`config.mk`:
```
export PLATFORM = sky130hd
export DESIGN_NAME = keypad_matrix_scanner
export DESIGN_NICKNAME = d
export VERILOG_FILES = /design/src/rtl/core/kms_pkg.sv /design/src/rtl/core/keypad_matrix_scanner.sv
export SDC_FILE = /design/constraint.sdc
export NUM_CORES = 1
export LEC_CHECK = 0
export ABC_AREA = 1
export BUFFER_PORTS_ARGS = -buffer_cell sky130_fd_sc_hd__buf_2
export CAP_MARGIN = 25
export CORE_ASPECT_RATIO = 1.2
export CORE_UTILIZATION = 40
export CTS_CLUSTER_SIZE = 14
export DETAILED_ROUTE_END_ITERATION = 8
export GPL_TIMING_DRIVEN = 0
export SETUP_SLACK_MARGIN = 0.05
export SLEW_MARGIN = 15
export SYNTH_ARGS = -nofsm -noshare
export SYNTH_HDL_FRONTEND = slang
export SYNTH_SLANG_ARGS = --single-unit
```
`constraint.sdc`:
```
create_clock -name clk -period 3.39 [get_ports clk]
set_input_delay 0 -clock clk [delete_from_list [all_inputs] [get_ports clk]]
set_output_delay 0 -clock clk [all_outputs]
set_load 0.02 [all_outputs]
```
`src/rtl/core/kms_pkg.sv`:
```
// Shared types and constants for the keypad matrix scanner.
package kms_pkg;

    localparam int NUM_COLUMNS = 4;
    localparam int NUM_ROWS    = 4;

    localparam int COL_W      = (NUM_COLUMNS > 1) ? $clog2(NUM_COLUMNS) : 1;
    localparam int ROW_IDX_W  = (NUM_ROWS > 1) ? $clog2(NUM_ROWS) : 1;
    localparam int TIME_W     = 16;
    localparam int SENSE_W    = 4;
    localparam int CODE_W     = 4;
    localparam int CFG_IDX_W  = 2;

    localparam logic [TIME_W-1:0] TIME_MAX = '1;

    localparam logic [TIME_W-1:0] DEBOUNCE_RST     = TIME_W'(40);
    localparam logic [TIME_W-1:0] RELEASE_POLL_RST = TIME_W'(100);
    localparam logic [TIME_W-1:0] REPEAT_DELAY_RST = TIME_W'(500);
    localparam logic [TIME_W-1:0] REPEAT_PERIOD_RST = TIME_W'(100);

    typedef logic [NUM_ROWS-1:0]  rows_t;
    typedef logic [COL_W-1:0]     col_idx_t;
    typedef logic [ROW_IDX_W-1:0] row_idx_t;
    typedef logic [TIME_W-1:0]    ticks_t;

    typedef enum logic [1:0]
    {
        PH_SCAN     = 2'd0,
        PH_DEBOUNCE = 2'd1,
        PH_HOLD     = 2'd2
    } phase_t;

    typedef enum logic [CFG_IDX_W-1:0]
    {
        REG_DEBOUNCE      = 2'd0,
        REG_RELEASE_POLL  = 2'd1,
        REG_REPEAT_DELAY  = 2'd2,
        REG_REPEAT_PERIOD = 2'd3
    } cfg_reg_t;

    function automatic ticks_t sat_inc(input ticks_t v);
        return (v != TIME_MAX) ? ticks_t'(v + 1'b1) : TIME_MAX;
    endfunction

endpackage

```
`src/rtl/core/keypad_matrix_scanner.sv`:
```
// Keypad matrix scanner top level: debounce, release poll and auto-repeat.
//
// One item is one millisecond tick carrying the active-low row sense for the column that
// the previous result drove low; every item yields exactly one result with the next
// column_drive and an optional key event (key_code = column * rows + row, key_down 1 for
// press or repeat, 0 for release). Outside a key action the columns are walked one per tick;
// a non-idle row pattern holds the column for debounce_ticks, after which the rows must
// match and show exactly one low row to report a press. The held key is then polled every
// release_poll_ticks for release, with repeats once repeat_delay_ticks have passed and more
// than repeat_period_ticks separate events. Time counters saturate at 65535. Throughput is
// one item per clock while the result is not stalled: the item sits in an input register,
// one short pass of compare and increment logic updates the scan state and loads the
// result register; each item passes through the input register and then the result register.
// in_stall rises only when both registers are full and the result is stalled. Configuration
// writes are always taken (cfg_ready is high) and should be made while no item is in flight.
module keypad_matrix_scanner
    import kms_pkg::*;
(
    input  logic                 clk,
    input  logic                 rst_n,

    input  logic                 in_valid,
    output logic                 in_stall,
    input  logic [SENSE_W-1:0]   row_sense,

    output logic                 out_valid,
    input  logic                 out_stall,
    output logic [SENSE_W-1:0]   column_drive,
    output logic                 event_valid,
    output logic [CODE_W-1:0]    key_code,
    output logic                 key_down,

    input  logic                 cfg_valid,
    output logic                 cfg_ready,
    input  logic [CFG_IDX_W-1:0] cfg_index,
    input  logic [TIME_W-1:0]    cfg_data
);

    localparam rows_t ROW_MASK = '1;

    // config registers
    ticks_t debounce_reg;
    ticks_t release_poll_reg;
    ticks_t repeat_delay_reg;
    ticks_t repeat_period_reg;

    // input stage
    logic  in_valid_reg;
    rows_t rows_reg;

    // scan state
    phase_t     phase_reg, phase_next;
    col_idx_t   col_reg, col_next;
    rows_t      latched_reg, latched_next;
    ticks_t     wait_reg, wait_next;
    ticks_t     held_reg, held_next;
    ticks_t     since_reg, since_next;
    logic       pressed_reg, pressed_next;
    logic [CODE_W-1:0] key_reg, key_next;

    // result stage
    logic               out_valid_reg;
    logic [SENSE_W-1:0] drive_reg, drive_next;
    logic               ev_reg, ev_next;
    logic [CODE_W-1:0]  code_reg, code_next;
    logic               down_reg, down_next;

    logic out_free;
    logic advance;

    // Result register is free when empty or being taken this cycle.
    assign out_free  = !out_valid_reg || !out_stall;
    assign advance   = in_valid_reg && out_free;
    assign in_stall  = in_valid_reg && !out_free;
    assign cfg_ready = 1'b1;

    assign out_valid    = out_valid_reg;
    assign column_drive = drive_reg;
    assign event_valid  = ev_reg;
    assign key_code     = code_reg;
    assign key_down     = down_reg;

    always_ff @(posedge clk or negedge rst_n)
    begin
        if (!rst_n)
        begin
            debounce_reg      <= DEBOUNCE_RST;
            release_poll_reg  <= RELEASE_POLL_RST;
            repeat_delay_reg  <= REPEAT_DELAY_RST;
            repeat_period_reg <= REPEAT_PERIOD_RST;
        end
        else if (cfg_valid && cfg_ready)
        begin
            unique case (cfg_reg_t'(cfg_index))
                REG_DEBOUNCE:      debounce_reg      <= cfg_data;
                REG_RELEASE_POLL:  release_poll_reg  <= cfg_data;
                REG_REPEAT_DELAY:  repeat_delay_reg  <= cfg_data;
                REG_REPEAT_PERIOD: repeat_period_reg <= cfg_data;
                default:           ;
            endcase
        end
    end

    // Input register: loads whenever it is empty or draining.
    always_ff @(posedge clk or negedge rst_n)
    begin
        if (!rst_n)
        begin
            in_valid_reg <= 1'b0;
        end
        else if (!in_stall)
        begin
            in_valid_reg <= in_valid;
        end
    end

    always_ff @(posedge clk)
    begin
        if (!in_stall && in_valid)
        begin
            rows_reg <= rows_t'(row_sense);
        end
    end

    // Main tick update.
    always_comb
    begin
        rows_t    low;
        logic     one_low;
        row_idx_t row_idx;
        logic [7:0] code_wide;
        logic [7:0] col_sel;

        phase_next   = phase_reg;
        col_next     = col_reg;
        latched_next = latched_reg;
        wait_next    = wait_reg;
        held_next    = held_reg;
        since_next   = since_reg;
        pressed_next = pressed_reg;
        key_next     = key_reg;
        ev_next      = 1'b0;
        code_next    = '0;
        down_next    = 1'b0;

        low     = ~rows_reg;
        one_low = (low != '0) && ((low & rows_t'(low - 1'b1)) == '0);
        row_idx = '0;
        for (int r = NUM_ROWS - 1; r >= 0; r--)
        begin
            if (low[r])
            begin
                row_idx = row_idx_t'(r);
            end
        end
        code_wide = 8'(8'(col_reg) * 8'(NUM_ROWS)) + 8'(row_idx);

        unique case (phase_reg)
            PH_DEBOUNCE:
            begin
                wait_next = sat_inc(wait_reg);
                if (wait_next >= debounce_reg)
                begin
                    pressed_next = 1'b0;
                    if (rows_reg == latched_reg && one_low)
                    begin
                        key_next     = code_wide[CODE_W-1:0];
                        pressed_next = 1'b1;
                        ev_next      = 1'b1;
                        code_next    = code_wide[CODE_W-1:0];
                        down_next    = 1'b1;
                    end
                    phase_next = PH_HOLD;
                    wait_next  = '0;
                    held_next  = '0;
                    since_next = '0;
                end
            end
            PH_HOLD:
            begin
                wait_next  = sat_inc(wait_reg);
                held_next  = sat_inc(held_reg);
                since_next = sat_inc(since_reg);
                if (wait_next >= release_poll_reg)
                begin
                    wait_next = '0;
                    if (rows_reg == ROW_MASK)
                    begin
                        // release; key-up only if a press was reported
                        if (pressed_reg)
                        begin
                            ev_next      = 1'b1;
                            code_next    = key_reg;
                            pressed_next = 1'b0;
                        end
                        phase_next   = PH_SCAN;
                        col_next     = '0;
                        latched_next = ROW_MASK;
                    end
                    else if (held_next >= repeat_delay_reg && pressed_reg &&
                             since_next > repeat_period_reg)
                    begin
                        ev_next    = 1'b1;
                        code_next  = key_reg;
                        down_next  = 1'b1;
                        since_next = '0;
                    end
                end
            end
            default:
            begin
                // scanning, also any unused phase code
                phase_next = PH_SCAN;
                if (rows_reg != ROW_MASK)
                begin
                    latched_next = rows_reg;
                    wait_next    = '0;
                    phase_next   = PH_DEBOUNCE;
                end
                else if (col_reg == col_idx_t'(NUM_COLUMNS - 1))
                begin
                    col_next = '0;
                end
                else
                begin
                    col_next = col_idx_t'(col_reg + 1'b1);
                end
            end
        endcase

        col_sel    = 8'd1 << col_next;
        drive_next = ~col_sel[SENSE_W-1:0];
    end

    always_ff @(posedge clk or negedge rst_n)
    begin
        if (!rst_n)
        begin
            phase_reg   <= PH_SCAN;
            col_reg     <= '0;
            latched_reg <= ROW_MASK;
            wait_reg    <= '0;
            held_reg    <= '0;
            since_reg   <= '0;
            pressed_reg <= 1'b0;
            key_reg     <= '0;
        end
        else if (advance)
        begin
            phase_reg   <= phase_next;
            col_reg     <= col_next;
            latched_reg <= latched_next;
            wait_reg    <= wait_next;
            held_reg    <= held_next;
            since_reg   <= since_next;
            pressed_reg <= pressed_next;
            key_reg     <= key_next;
        end
    end

    // Result register.
    always_ff @(posedge clk or negedge rst_n)
    begin
        if (!rst_n)
        begin
            out_valid_reg <= 1'b0;
        end
        else if (out_free)
        begin
            out_valid_reg <= in_valid_reg;
        end
    end

    always_ff @(posedge clk)
    begin
        if (advance)
        begin
            drive_reg <= drive_next;
            ev_reg    <= ev_next;
            code_reg  <= code_next;
            down_reg  <= down_next;
        end
    end

endmodule
```
==> results.md <==
- Mapped Area: 8750 sq um
- Slowest stage cell on the critical path: dfrtp_1
- CP Launch Type: register
- Minimum clock period: 3.22 ns
- Post-synth cell types: between 40 and 50
- Top cells by count, synth: 317 x nand2_1, 170 x inv_1, 109 x dfrtp_1
- Yosys reg bits: approximately 140
- CP max FO: 4
- Worst r2r dst: column_drive[2]
- Final setup fails: 0
- Status: completed
- Antenna Nets Post-Route: 0
- Skew final: 0.0119 ns
- Hold path endpoint: repeat_delay_reg[5]
- Share of layout cells above drive strength 1: 17.4%
- Area grow syn2layout: 21.2%
- IO Count: 40
- Hold Crit Class: primary input to register
- Cells after DPL: 1445
- Critical Path End Type: register
- Clock Latency Late Sink: 0.43 ns
- CP peak stage delay: 0.39 ns
- IO Port Bufs: 38
- Cells after Synth: 1136
- Synth Warn #: 0
- R2R cell count: 19
- Final wirelength: between 20000 and 25000 um
- Largest net degree at the start of global routing: 71
- Vias in the first global route: 7347
- Post-synth top area cell: dfrtp_1
- Initial antenna violation count: 0
- Clock slew at reported path FFs: 0.07 ns
- Ranking of synthesized cells by area: dfrtp_1 31%, nand2_1 14%, ha_1 10%
- Worst path required time: 3.58 ns
- Setup ws final: 0.165 ns
- Max clock buf depth: 2
- Worst Max-Slew Pin Slew: 0.538 ns
- DRC viols: 0
- Gpl congestion: 0.862
- Most frequent CP cell: nand2_1
- All-Layer GR Usage: 20.6%
- Worst Hold Depth: 3
- Die area: 22500 sq um
- Core box area: 21200 sq um
- Chip Height: between 150 and 200 um
- Maxcap violations: 0
- Unrepaired setup endpoints after global routing: true
- Reg2reg start: wait_reg[0]
- Top FF cell, synth: dfrtp_1
- Max Clk Rate: 0.310 GHz
- Power Density: 590 nW/um^2
- Syn Area/Cell: 7.70 sq um
- Post-synthesis adder-cell area fraction: about 10%
- Top-count cell post-synth: nand2_1
- Initial drt markers: 316
- Worst reg2reg setup slack: 0.17 ns
- Cts bufs inserted: 17
- Worst slack, placed: -0.169 ns
- Slew margin rel.: 64.0%
- Final Hold Viols: 0
- Worst hold slack: 0.0312 ns
- Finished Core Util: 50.1%
- Main combinational cell family by area after synthesis: simple AND/OR/NAND/NOR gates
- TritonRoute pass-1 iters: 6
- Worst Path Arrival: ~3.4 ns
- Crit path cell chain: ha_2 -> nand2_2 -> nor2_4 -> nand4_1 -> buf_4 -> o21ai_2 -> nand3_2 -> buf_4 -> ha_1 -> nand2_1 -> inv_1 -> nand2_1 -> a21oi_2 -> nor2_2 -> nand4_1 -> nand3_2 -> nand2_1 -> nand2_2 -> nand2_1
- Mux share of post-synthesis cell area: 0%
- Layout Nets: roughly 1.3k
- Worst Setup Path Type: register to register
- CTS tree: built
- Synth Area in Simple Gates: 28.5%
- Sequential area share after synthesis: between 40% and 50%
- Wirelength per Cell: 14.4 um
- Post-synth EDFFs: 14
- Period utilisation layout: 95.1%
- Slew Viols, Final: 0
- Via/cell ratio: 4.97
- Post-synthesis compound-gate area fraction: 9.32%
- Via count: approximately 7.6k
- Post-detail-place hpwl: about 16000 um
- Post-synth top area share: 31.2%
- Die width: 137 um
- First-pass GRT wire length: between 30000 and 40000 um
- Gr ovfl total: 0
- Clk root buf: clkbuf_16
- Static Leak: 5.39 nW
- Post-Syn Nets: 1233
- Clk sinks: 141
- Starting Density: 41.3%
- Post-synthesis xor/xnor area fraction: roughly 1.1%
- Maximum VDD drop: roughly 360 uV
- Core Rows: 58
- Ant diodes: 0
- Cell Count, Final, Fillers Out: 1523
- Hold_sp: cfg_data[5]
- CTS H-Tree Depth: 4
- Async set-reset flop share out of synthesis: 90.1%
## cells by family (layout without fill, tap and decap cells)
kind of cell,count (synthesis),after routing
buf+inv,209,326
flops,141,141
fa+ha+maj,70,70
compound gates,160,160
other cells,1,1
xor+xnor,11,11
simple gates,544,544
## placed cells by master (no fill, tap or decap), types with 3 or more instances in the layout
master	netlist	final
nand2_1	317	305
inv_1	170	168
dfrtp_1	109	109
o21ai_0	106	99
nand3_1	74	66
ha_1	70	66
nor2_1	64	59
buf_2	4	40
a21oi_1	33	32
nand3_2	17	25
dlygate4sd3_1	0	23
buf_4	4	22
o21ai_1	15	21
nand4_1	19	19
clkbuf_16	0	18
dfstp_2	18	18
clkbuf_1	14	16
nor3_1	15	15
inv_2	13	15
nand2_2	3	14
edfxtp_1	14	14
nor2_4	6	10
xor2_1	9	9
or2_2	7	7
nor2_2	5	6
bufinv_16	0	5
clkinv_4	0	5
buf_6	3	4
buf_8	0	4
nor3_2	4	3
nand2_4	2	3
ha_4	0	3
## power by group
part	total [mW]	internal (mW)	switching [mW]
sequential	2.23	2.03	0.196
clock	2.08	1.31	0.768
combinational	1.96	0.739	1.22
total	6.26	4.08	2.18
## worst max-delay path: cells and delay by family (launching register included)
kind	cells	cell delay, ns
AO/OA/AOI/OAI	2	0.18
adder cells (fa/ha/maj)	2	0.47
buffers and inverters	3	0.42
flip-flops	1	0.39
AND/OR/NAND/NOR	12	1.53
## layer usage
layer / share of wire [%] / vias to the layer above / GRT usage, %
met2: 52 / 123 / 36.8
met3: 2.5 / 43 / 3.36
met5: 0 / - / 0
met4: 3.2 / 0 / 9.59
met1: 43 / 3541 / 23.7
li1: - / 3859 / -
## area by class of cell
class	instances	area [sq um]
Clock buffer	19	433
Inverter	183	687
Multi-Input combinational cell	786	4470
Fill cell	2059	10600
Timing Repair Buffer	85	658
Buffer	26	188
Sequential cell	141	3620
Tap cell	270	338
Clock inverter	13	215
## stage by stage
| step | cell area [sq um] | setup TNS (ns) | total power, mW |
|---|---|---|---|
| 6_report | 10600 | 0 | 6.26 |
| 5_1_grt | 10600 | -0.137 | 6.66 |
| 4_1_cts | 10300 | 0 | 6.15 |
| 3_5_place_dp | 9320 | -2.71 | 4.00 |
| 3_3_place_gp | 9280 | -1.49 | 3.94 |
| 2_1_floorplan | 8750 | 0 | 3.50 |
## worst max path at each step
stage               slack, ns  cells past startpoint         start         endpoint
finish                   0.17                     19   wait_reg[0]  column_drive[2]
global route            -0.03                     20   wait_reg[1]  column_drive[0]
CTS                      0.07                     17   wait_reg[0]  column_drive[3]
detailed placement      -0.17                     20   wait_reg[0]     wait_reg[12]
global placement        -0.14                     20   wait_reg[0]     wait_reg[12]
floorplan                0.63                     27  since_reg[0]     since_reg[3]
## what timing repair did
item                       CTS  global route
setup endpoints to repair   53            71
hold endpoints to repair   183             0
buffers inserted             5            16
cloned                       0             2
resized for setup            7            53
pin swaps                    5            25
hold buffers                23             0
No activity file was read; power rests on OpenSTA's default activity.
